[config.mk]
export PLATFORM = sky130hd
export DESIGN_NAME = stepper_half_step_limit_sequencer_top
export DESIGN_NICKNAME = d
export VERILOG_FILES = /design/src/hdl/shsls_pkg.sv /design/src/hdl/shsls_front.sv /design/src/hdl/shsls_queue.sv /design/src/hdl/shsls_back.sv /design/src/hdl/stepper_half_step_limit_sequencer_top.sv
export VERILOG_INCLUDE_DIRS = /design/src /design/src/hdl
export SDC_FILE = /design/constraint.sdc
export NUM_CORES = 1
export LEC_CHECK = 0
export BUFFER_PORTS_ARGS = -buffer_cell sky130_fd_sc_hd__buf_2
export CORE_UTILIZATION = 42
export CTS_CLUSTER_DIAMETER = 40
export DETAILED_ROUTE_END_ITERATION = 16
export PLACE_DENSITY = 0.68
export SLEW_MARGIN = 10
export SYNTH_ARGS = -nofsm -noshare
export SYNTH_HDL_FRONTEND = slang
export SYNTH_SLANG_ARGS = --single-unit
export TNS_END_PERCENT = 10
[constraint.sdc]
create_clock -name clk -period 2.5 [get_ports clk]
set_input_delay 0.5 -clock clk [delete_from_list [all_inputs] [get_ports clk]]
set_output_delay 0.5 -clock clk [all_outputs]
set_load 0.01 [all_outputs]
[src/hdl/assert_macros.svh]
// Assertion helpers. Both expect clk and rst_n to be visible where they are used.
`ifndef ASSERT_MACROS_SVH
`define ASSERT_MACROS_SVH

// Same-cycle implication
`define ASSERT_IMPLIES(label, ante, cons) \
    label: assert property (@(posedge clk) disable iff (!rst_n) (ante) |-> (cons)) \
        else $error("assertion failed");

// Next-cycle implication
`define ASSERT_NEXT(label, ante, cons) \
    label: assert property (@(posedge clk) disable iff (!rst_n) (ante) |=> (cons)) \
        else $error("assertion failed");

`endif

[src/hdl/shsls_pkg.sv]
package shsls_pkg;

    // tdata widths, padded to whole bytes
    localparam int S_TDATA_W = 32;
    localparam int M_TDATA_W = 8;

    localparam int ANGLE_W  = 16;
    localparam int PHASES_W = 16;
    localparam int NIBBLE_W = 4;
    localparam int SWITCH_W = 8;
    localparam int LIMIT_W  = 3;
    localparam int PHASE_W  = 3;

    // floor(a / 45) == (a * 46604) >> 21 for every 16-bit a
    localparam logic [ANGLE_W-1:0] DIV45_RECIP = 16'd46604;
    localparam int DIV45_SHIFT = 21;
    localparam int PROD_W      = 2 * ANGLE_W;
    localparam int STEPS_W     = PROD_W - DIV45_SHIFT;
    // 32 phases per step
    localparam int PHASE_PER_STEP_SHIFT = 5;

    localparam int QUEUE_DEPTH_DEFAULT = 2;

    // config register indexes
    localparam logic CFG_OPEN_LIMIT  = 1'b0;
    localparam logic CFG_CLOSE_LIMIT = 1'b1;

    // item kinds on s_tuser
    localparam logic MODE_CMD  = 1'b0;
    localparam logic MODE_TICK = 1'b1;

    typedef enum logic [0:0] {
        BK_RUN,
        BK_FINAL
    } back_state_t;

    // classified item as it sits in the queue
    typedef struct packed {
        logic                is_tick;
        logic                open_dir;
        logic [PHASES_W-1:0] phases;
        logic [NIBBLE_W-1:0] low_bits;
        logic [SWITCH_W-1:0] switch_byte;
    } queue_entry_t;

    function automatic logic [NIBBLE_W-1:0] half_step_nibble(input logic [PHASE_W-1:0] idx);
        logic [NIBBLE_W-1:0] pat;
        case (idx)
            3'd0:    pat = 4'h8;
            3'd1:    pat = 4'hC;
            3'd2:    pat = 4'h4;
            3'd3:    pat = 4'h6;
            3'd4:    pat = 4'h2;
            3'd5:    pat = 4'h3;
            3'd6:    pat = 4'h1;
            3'd7:    pat = 4'h9;
            default: pat = 4'h0;
        endcase
        return pat;
    endfunction

endpackage

[src/hdl/shsls_front.sv]
module shsls_front (
    input  logic                             s_tvalid,
    output logic                             s_tready,
    input  logic [shsls_pkg::S_TDATA_W-1:0]  s_tdata,
    input  logic                             s_tuser,
    input  logic                             q_full,
    output logic                             q_push,
    output shsls_pkg::queue_entry_t          q_entry
);
    import shsls_pkg::*;

    logic [ANGLE_W-1:0] angle;
    logic [PROD_W-1:0]  prod;
    logic [STEPS_W-1:0] steps;

    assign s_tready = !q_full;
    assign q_push   = s_tvalid && !q_full;

    // divide by 45 through the reciprocal; the queue register follows
    assign angle = s_tdata[16:1];
    assign prod  = angle * DIV45_RECIP;
    assign steps = prod[PROD_W-1:DIV45_SHIFT];

    always_comb
    begin
        q_entry.is_tick     = (s_tuser == MODE_TICK);
        q_entry.open_dir    = s_tdata[0];
        q_entry.phases      = PHASES_W'({steps, {PHASE_PER_STEP_SHIFT{1'b0}}});
        q_entry.low_bits    = s_tdata[20:17];
        q_entry.switch_byte = s_tdata[28:21];
    end

endmodule

[src/hdl/shsls_queue.sv]
module shsls_queue #(
    parameter int DEPTH = 2,
    parameter int WIDTH = 8
) (
    input  logic             clk,
    input  logic             rst_n,
    input  logic             push,
    input  logic [WIDTH-1:0] push_data,
    output logic             full,
    input  logic             pop,
    output logic [WIDTH-1:0] pop_data,
    output logic             not_empty
);
    localparam int PTR_W = $clog2(DEPTH);
    localparam int CNT_W = $clog2(DEPTH + 1);

    `include "assert_macros.svh"

    logic [WIDTH-1:0] mem_reg [DEPTH];
    logic [PTR_W-1:0] wr_ptr_reg, wr_ptr_next;
    logic [PTR_W-1:0] rd_ptr_reg, rd_ptr_next;
    logic [CNT_W-1:0] count_reg, count_next;

    assign full      = (count_reg == CNT_W'(DEPTH));
    assign not_empty = (count_reg != '0);
    assign pop_data  = mem_reg[rd_ptr_reg];

    always_comb
    begin
        wr_ptr_next = wr_ptr_reg;
        rd_ptr_next = rd_ptr_reg;
        count_next  = count_reg;
        if (push)
        begin
            wr_ptr_next = (wr_ptr_reg == PTR_W'(DEPTH - 1)) ? '0 : wr_ptr_reg + 1'b1;
        end
        if (pop)
        begin
            rd_ptr_next = (rd_ptr_reg == PTR_W'(DEPTH - 1)) ? '0 : rd_ptr_reg + 1'b1;
        end
        if (push && !pop)
        begin
            count_next = count_reg + 1'b1;
        end
        else if (pop && !push)
        begin
            count_next = count_reg - 1'b1;
        end
    end

    always_ff @(posedge clk or negedge rst_n)
    begin
        if (!rst_n)
        begin
            wr_ptr_reg <= '0;
            rd_ptr_reg <= '0;
            count_reg  <= '0;
        end
        else
        begin
            wr_ptr_reg <= wr_ptr_next;
            rd_ptr_reg <= rd_ptr_next;
            count_reg  <= count_next;
        end
    end

    always_ff @(posedge clk)
    begin
        if (push)
        begin
            mem_reg[wr_ptr_reg] <= push_data;
        end
    end

    `ASSERT_IMPLIES(a_q_no_underflow, pop, count_reg != '0)
    `ASSERT_NEXT(a_q_push_grows, push && !pop, count_reg == $past(count_reg) + 1'b1)

endmodule

[src/hdl/shsls_back.sv]
module shsls_back (
    input  logic                             clk,
    input  logic                             rst_n,
    input  logic                             cfg_we,
    input  logic                             cfg_addr,
    input  logic [shsls_pkg::LIMIT_W-1:0]    cfg_data,
    input  logic                             q_valid,
    input  shsls_pkg::queue_entry_t          q_entry,
    output logic                             q_pop,
    output logic                             m_tvalid,
    input  logic                             m_tready,
    output logic [shsls_pkg::M_TDATA_W-1:0]  m_tdata,
    output logic                             m_tuser,
    output logic                             m_tlast
);
    import shsls_pkg::*;

    `include "assert_macros.svh"

    back_state_t state_reg, state_next;

    logic [LIMIT_W-1:0]  open_limit_reg, close_limit_reg;
    logic                running_reg, running_next;
    logic                opening_reg, opening_next;
    logic [PHASE_W-1:0]  phase_reg, phase_next;
    logic [PHASES_W-1:0] left_reg, left_next;
    logic [NIBBLE_W-1:0] low_reg, low_next;
    logic                fin_hit_reg, fin_hit_next;

    logic                m_tvalid_reg, m_tvalid_next;
    logic [M_TDATA_W-1:0] m_tdata_reg, m_tdata_next;
    logic                m_tuser_reg, m_tuser_next;
    logic                m_tlast_reg, m_tlast_next;

    logic                out_free;
    logic                load_out;
    logic [NIBBLE_W-1:0] pattern;
    logic [LIMIT_W-1:0]  limit_sel;
    logic                hit;
    logic [PHASES_W-1:0] left_dec;
    logic                tick_ends;

    assign m_tvalid = m_tvalid_reg;
    assign m_tdata  = m_tdata_reg;
    assign m_tuser  = m_tuser_reg;
    assign m_tlast  = m_tlast_reg;

    assign out_free = !m_tvalid_reg || m_tready;
    assign q_pop    = (state_reg == BK_RUN) && q_valid && out_free;

    // opening runs walk the table backwards
    assign pattern   = half_step_nibble(opening_reg ? ~phase_reg : phase_reg);
    assign limit_sel = opening_reg ? open_limit_reg : close_limit_reg;
    assign hit       = q_entry.switch_byte[limit_sel];
    assign left_dec  = left_reg - 1'b1;
    assign tick_ends = q_entry.is_tick && running_reg && (hit || left_dec == '0);

    // next state
    always_comb
    begin
        state_next = state_reg;
        case (state_reg)
            BK_RUN:
            begin
                if (q_pop && tick_ends)
                begin
                    state_next = BK_FINAL;
                end
            end
            BK_FINAL:
            begin
                if (out_free)
                begin
                    state_next = BK_RUN;
                end
            end
            default: state_next = BK_RUN;
        endcase
    end

    // run state and output beat
    always_comb
    begin
        running_next = running_reg;
        opening_next = opening_reg;
        phase_next   = phase_reg;
        left_next    = left_reg;
        low_next     = low_reg;
        fin_hit_next = fin_hit_reg;
        load_out     = 1'b0;
        m_tdata_next = m_tdata_reg;
        m_tuser_next = m_tuser_reg;
        m_tlast_next = m_tlast_reg;

        if (q_pop)
        begin
            if (!q_entry.is_tick)
            begin
                opening_next = q_entry.open_dir;
                low_next     = q_entry.low_bits;
                phase_next   = '0;
                left_next    = q_entry.phases;
                running_next = (q_entry.phases != '0);
                if (q_entry.phases == '0)
                begin
                    load_out     = 1'b1;
                    m_tdata_next = {{NIBBLE_W{1'b0}}, q_entry.low_bits};
                    m_tuser_next = 1'b0;
                    m_tlast_next = 1'b1;
                end
            end
            else if (running_reg)
            begin
                phase_next   = phase_reg + 1'b1;
                left_next    = left_dec;
                load_out     = 1'b1;
                m_tdata_next = {pattern, low_reg};
                m_tuser_next = hit;
                m_tlast_next = 1'b0;
                fin_hit_next = hit;
                if (tick_ends)
                begin
                    running_next = 1'b0;
                end
            end
        end
        else if (state_reg == BK_FINAL && out_free)
        begin
            load_out     = 1'b1;
            m_tdata_next = {{NIBBLE_W{1'b0}}, low_reg};
            m_tuser_next = fin_hit_reg;
            m_tlast_next = 1'b1;
        end

        m_tvalid_next = load_out ? 1'b1 : (m_tready ? 1'b0 : m_tvalid_reg);
    end

    always_ff @(posedge clk or negedge rst_n)
    begin
        if (!rst_n)
        begin
            state_reg       <= BK_RUN;
            open_limit_reg  <= '0;
            close_limit_reg <= '0;
            running_reg     <= 1'b0;
            opening_reg     <= 1'b0;
            phase_reg       <= '0;
            left_reg        <= '0;
            low_reg         <= '0;
            fin_hit_reg     <= 1'b0;
            m_tvalid_reg    <= 1'b0;
        end
        else
        begin
            state_reg    <= state_next;
            running_reg  <= running_next;
            opening_reg  <= opening_next;
            phase_reg    <= phase_next;
            left_reg     <= left_next;
            low_reg      <= low_next;
            fin_hit_reg  <= fin_hit_next;
            m_tvalid_reg <= m_tvalid_next;
            if (cfg_we)
            begin
                case (cfg_addr)
                    CFG_OPEN_LIMIT:  open_limit_reg  <= cfg_data;
                    CFG_CLOSE_LIMIT: close_limit_reg <= cfg_data;
                    default: ;
                endcase
            end
        end
    end

    always_ff @(posedge clk)
    begin
        m_tdata_reg <= m_tdata_next;
        m_tuser_reg <= m_tuser_next;
        m_tlast_reg <= m_tlast_next;
    end

    `ASSERT_IMPLIES(a_final_has_beat, state_reg == BK_FINAL, m_tvalid_reg && !running_reg)
    `ASSERT_NEXT(a_end_goes_final, q_pop && tick_ends, state_reg == BK_FINAL && !m_tlast_reg)

endmodule

[src/hdl/stepper_half_step_limit_sequencer_top.sv]
// Half-step stepper sequencer with limit-switch stop. A command beat (tuser 0) sets
// direction, low nibble and run length: floor(angle / 45) steps of 32 phases each,
// where angle is in 1/16 degree. Each later tick beat (tuser 1) returns one output
// byte, the half-step pattern in the upper nibble over the kept low nibble, and tests
// the tick's switch byte at the configured limit bit. On a limit hit or the last
// phase, a second beat follows: the low nibble alone, with tlast set. A command
// whose run length is zero returns that off beat only; ticks while idle return
// nothing, and a command while running restarts the run. Input beats are taken one
// per cycle while the queue (two entries by default) has room; the back end retires
// one beat per cycle while its output is free, but a run-ending tick holds it until
// both results have gone through the single output register. Configure only while idle.
module stepper_half_step_limit_sequencer_top #(
    parameter int QUEUE_DEPTH = shsls_pkg::QUEUE_DEPTH_DEFAULT
) (
    input  logic                             clk,
    input  logic                             rst_n,
    // config: index 0 open limit bit, index 1 close limit bit
    input  logic                             cfg_we,
    input  logic                             cfg_addr,
    input  logic [shsls_pkg::LIMIT_W-1:0]    cfg_data,
    // input beats
    input  logic                             s_tvalid,
    output logic                             s_tready,
    // [0] open_dir, [16:1] angle_sixteenths, [20:17] kept_low_bits,
    // [28:21] switch_byte, [31:29] zero
    input  logic [shsls_pkg::S_TDATA_W-1:0]  s_tdata,
    // [0] mode
    input  logic                             s_tuser,
    // result beats
    output logic                             m_tvalid,
    input  logic                             m_tready,
    // [7:0] out_byte
    output logic [shsls_pkg::M_TDATA_W-1:0]  m_tdata,
    // [0] hit_limit
    output logic                             m_tuser,
    output logic                             m_tlast
);
    import shsls_pkg::*;

    queue_entry_t push_entry;
    queue_entry_t head_entry;
    logic         q_push;
    logic         q_full;
    logic         q_pop;
    logic         q_valid;

    // front: classify, scale angle to phase count
    shsls_front u_front (
        .s_tvalid (s_tvalid),
        .s_tready (s_tready),
        .s_tdata  (s_tdata),
        .s_tuser  (s_tuser),
        .q_full   (q_full),
        .q_push   (q_push),
        .q_entry  (push_entry)
    );

    // decouples front from back end stalls
    shsls_queue #(
        .DEPTH (QUEUE_DEPTH),
        .WIDTH ($bits(queue_entry_t))
    ) u_queue (
        .clk       (clk),
        .rst_n     (rst_n),
        .push      (q_push),
        .push_data (push_entry),
        .full      (q_full),
        .pop       (q_pop),
        .pop_data  (head_entry),
        .not_empty (q_valid)
    );

    // back end: run state, pattern table, limit test, output register
    shsls_back u_back (
        .clk      (clk),
        .rst_n    (rst_n),
        .cfg_we   (cfg_we),
        .cfg_addr (cfg_addr),
        .cfg_data (cfg_data),
        .q_valid  (q_valid),
        .q_entry  (head_entry),
        .q_pop    (q_pop),
        .m_tvalid (m_tvalid),
        .m_tready (m_tready),
        .m_tdata  (m_tdata),
        .m_tuser  (m_tuser),
        .m_tlast  (m_tlast)
    );

endmodule
---- Word level (Yosys, flattened, before mapping) ----
Memories as Yosys holds them, arrays and structs flattened.
Cells that the tools add are included.
word-level totals
  flip-flop bits (word level) ............. 48
  RAM bits ................................ 50
  bits in read-only memories .............. 32
  input bits .............................. 42
  output and inout bits ................... 12
  logic and storage cells ................. 104
  memories ................................ 2
memories
  name              words  width  rd ports  clocked after memory_dff  write ports  RTL line           source
  u_queue.mem_reg   2      25     1         0                         1            shsls_queue.sv:19  logic [WIDTH-1:0] mem_reg [DEPTH];
  (name not given)  8      4      1         0                         0            shsls_pkg.sv:48    case (idx)
operators by class
  add/sub/neg operators ................... 6
  multiply operators ...................... 1
  magnitude comparators ................... 1
  equality and inequality tests ........... 4
  muxes and demuxes ....................... 42
  bitwise logic cells ..................... 4
  reduce and logical (&&, ||, !) cells .... 28
operators by type and width
  operator                number
  $mux 8                  5
  $logic_not 16->1        2
  $mux 16                 2
  $mul 16x14->30 const B  1
  $mux 1                  27
  $reduce_bool 16->1      1
  $sub 16x1->16 const B   1
  $mux 3                  4
  $logic_and 1x1->1       9
  $reduce_and 2->1        4
  $reduce_bool 2->1       4
  $reduce_and 3->1        2
  $logic_not 1->1         4
  $lt 3x4->1 const B      1
  $mux 2                  2
  $add 3x1->3 const B     1
  $bmux 1 s3              1
  $ne 3x2->1 const B      1
  $ne 3x3->1 const B      1
  $not 1->1               3
  $not 3->3               1
  $add 1x1->1 const B     2
  $add 2x1->2 const B     1
  $eq 2x2->1 const B      1
  4 further kinds         5

---- Logic depth before layout (Yosys ltp) ----
  word-level depth ........................ 8
  mapped depth ............................ 19
  depth with buffers taken out ............ 19

---- Hierarchy ----
Synthesis repeated with hierarchy kept, for this count alone.
unflattened totals
  cell total of the unflattened synthesis .. 835
  area, all modules ....................... 8879.8 µm²
by module, submodules not included
  module       times used  cells an instance  area an instance (µm²)  seq. area each (µm²)
  shsls_front  1           441                3910.0                  0.0
  shsls_back   1           285                2607.5                  1151.1
  shsls_queue  1           109                2362.3                  1901.8

---- Worst setup path before layout ----
OpenSTA, ideal clock, no wires.
  path type ............................... input-to-reg
  start point ............................. in s_tdata[6] (netlist name)
  end point ............................... mem u_queue.mem_reg[0][20] (netlist name), data pin
  setup time .............................. 275 ps
  data arrival time ....................... 5163 ps
  required time ........................... 2225 ps
  setup slack ............................. -2937 ps
  stages .................................. 19
  buffers on the path ..................... 0
  cells stage by stage .................... ha_1 -> inv_1 -> fa_1 -> inv_1 -> fa_1 -> inv_1 -> fa_1 -> inv_1 -> fa_1 -> inv_1 -> fa_1 -> inv_1 -> ha_1 -> a21oi_1 -> o21ai_1 -> a221oi_1 -> a21oi_1 -> a211oi_1 -> o311ai_1
RTL lines
  element             RTL line                                     source
  start: declaration  stepper_half_step_limit_sequencer_top.sv:26  input logic [shsls_pkg::S_TDATA_W-1:0] s_tdata,
  end: declaration    shsls_queue.sv:19

==> flow_summary.yaml <==
synthesis:
  yosysWarnings: 0
  synth_ff_type: "edfxtp_1"
  synthTopCellsByArea: "edfxtp_1 (23%), ha_1 (18%), fa_1 (13%)"
  ys_top_cells_by_count: "ha_1 (116), inv_1 (115), edfxtp_1 (60)"
  synth_cell_types: 70
  seq_area_frac_synth_pct: 34.6
  synth.largest_area_cell: "edfxtp_1"
  synth.most_common_cell: "ha_1"
  netlist_instances: 732
  synth_fp_nets: 942
  netlist_area_um2: 7960
  syn_avg_cell_area_um2: 10.9
  ys_seq_elements: 98
  synth_edf_count: 60
  synth-async-reset-ratio_pct: 38.8
  synth_top_area_share_pct: 22.6
timing:
  min_period_ps: 4910
  setup_violations: 22
  hold-worst-slack_ps: 286
  rsz0062_at_grt: "yes"
  clock_skew_ps: 5.80
  post-route-period-util_pct: 197
  slew_headroom_pct: 40.0
  fin_ws_ps: -2410
  fmax_mhz: 204
  hold_viol: 0
  final_max_slew_viol_count: 0
  tightest_slew_ps: 900
global_routing:
  grtUsageTotal_pct: 17.1
  grt_pass1_vias: 5730
  antenna_found_initial: 0
  grt_pass1_wl_mm: 26.8
  grt_max_degree: 39
  gr-total-overflow: 0
clock_tree:
  clk_root_buffer_cell: "clkbuf_16"
  cts_tree: "built"
  clk_path_buf_depth: 2
  cts_buffers: 9
  clkTransAtPathRegs_ps: 70
  clk_latency_ps: 340
  cts.sinks: 98
  cts_max_level: 3
outcome:
  violations: "setup timing"
  run_status: "complete, but fails checks"
critical_path:
  regToRegStartpoint: "u_back.opening_reg"
  start_kind: "input pin"
  crit_fanout: 3
  cp_data_required_time_ps: 2570
  startpoint: "s_tdata[1]"
  end_kind: "flop"
  worst-setup-path-type: "input pin to flop"
  rr_worst_depth: 5
  arrival_ps: 4990
placed_design:
  dpl-instance-area_um2: 9200
  place.gp.congestion: 0.821
  place_hpwl_mm: 13.0
  io_buffers: 50
  placed_cells: 1085
power:
  power_mw: 13.5
  p_per_area_nw_per_um2: 1380
  p_leak_nw: 4.65
  switching_share_pct: 42.4
  combPwrFrac_pct: 66.9
  peakVddDrop_mv: 0.793
  internal_power_mw: 7.74
  power.clock.fraction_pct: 9.5
  p_sw_mw: 5.71
  seqPwrFrac_pct: 23.6
floorplanning:
  design.core.area_um2: 18300
  start_util_pct: 43.5
  rows: 49
  die_h_um: 140
  fp.dieW_um: 140
  dieArea_um2: 19500
  num_io_pins: 54
detailed_routing:
  drt_first_pass_iters: 5
  drt-total-wl_mm: 16.3
  first_iter_violations: 259
  ant_nets: 0
  vias: 5755
  wl_per_cell_um: 14.8
  vias_per_cell: 5.20
  drc_errors: 0
hold_path:
  min_path_type: "input pin to asynchronous set/reset pin"
final_layout:
  diodes: 0
  fillerInstances: 1604
  multi_input_area_um2: 4980
  post-route-util_pct: 53.4
  area_growth_pct: 22.7
  stdcell_count: 1106
  largest_register_ffs: 50
  drive_above_1_share_pct: 24.5
  regArea_um2: 2750
  finalNetCount: 1082
  stdcell_area_um2: 9760
job:
  drv_cap: 0
## area by class of cell
type,instances,area share (%)
flip-flops and latches,98,28.2
well taps,229,2.93
multi-input cells,502,51.1
clock inverters,7,0.538
inverters,116,4.48
repair buffers,145,10.5
clock buffers,9,2.31
## layer usage
metal / part of all wire (%) / track usage (%)
met4: 0.78 / 3.12
met3: 2.1 / 2.34
met5: 0 / 0
met1: 48 / 23.2
met2: 49 / 29.3
## through the flow
step	worst slack (ps)	TNS [ps]
global placement	-2830	-59320
finish	-2410	-50200
CTS	-2430	-50670
floorplan	-2460	-51320
global route	-2590	-53730
detailed placement	-2950	-61080
## logic make-up after synthesis
kind of cell	Yosys count	share of synthesized area, %
compound gates	142	11.5
xor+xnor	17	1.87
fa+ha+maj	168	31.3
buf+inv	132	6.35
flops	98	34.6
mux	33	5.30
simple gates	142	9.00
## cells in the final DEF, fill, tap and decap left out, types with 4 or more instances in the layout
| master | count |
|---|---|
| a31oi_1 | 4 |
| nand2b_1 | 4 |
| mux2_2 | 10 |
| clkbuf_16 | 9 |
| edfxtp_1 | 60 |
| o21ai_0 | 14 |
| a21oi_2 | 4 |
| nand2_1 | 33 |
| ha_4 | 11 |
| mux4_1 | 4 |
| mux2i_1 | 17 |
| fa_1 | 52 |
| a21oi_1 | 42 |
| buf_4 | 92 |
| ha_1 | 105 |
| nor3_1 | 15 |
| o21ai_1 | 15 |
| inv_1 | 112 |
| dfrtp_1 | 38 |
| xnor2_1 | 9 |
| xor2_1 | 7 |
| a21o_1 | 14 |
| nor2b_1 | 4 |
| nor4_1 | 4 |
| nand3_1 | 7 |
| a22o_1 | 4 |
| nand4_1 | 4 |
| nor2_1 | 42 |
| buf_2 | 46 |
| or3_1 | 4 |
## worst max-delay path, cell delays in order
cell and delay [ps]:
buf_2 120, ha_1 340, ha_1 320, fa_1 470, fa_1 540, inv_1 60
fa_1 500, fa_1 510, inv_1 40, ha_1 340, a21oi_2 180, o21ai_2 90
a221oi_4 360, a21boi_2 120, buf_4 160, o211ai_1 200, o311ai_2 130
## what timing repair did
action,in CTS,in global routing
hold buffers,0,0
pin swaps,12,13
gates resized for setup,30,12
setup buffers,2,3
gates cloned,0,0
setup endpoints to repair,22,22
## worst paths after layout
| path | to | slack, ps |
|---|---|---|
| min reg2reg | u_queue.count_reg[1] | 500 |
| max | u_queue.mem_reg[1][15] | -2410 |
| min | u_back.low_reg[3] | 290 |
| max in group asynchronous | u_back.left_reg[8] | 1650 |
| max reg2reg | u_back.m_tuser | 110 |
| min in group clk | u_queue.mem_reg[0][4] | 350 |
## power by group through the flow
stage                     registers (mW)  logic, mW  clock network [mW]
final                               3.18       9.00                1.28
after global routing                3.25       10.1                1.37
after detailed placement            3.21       8.02                   0
after global placement              3.18       7.89                   0
after floorplan                     3.10       5.46                   0
after CTS                           3.18       8.56                1.30
(Power assumes the default switching activity.)
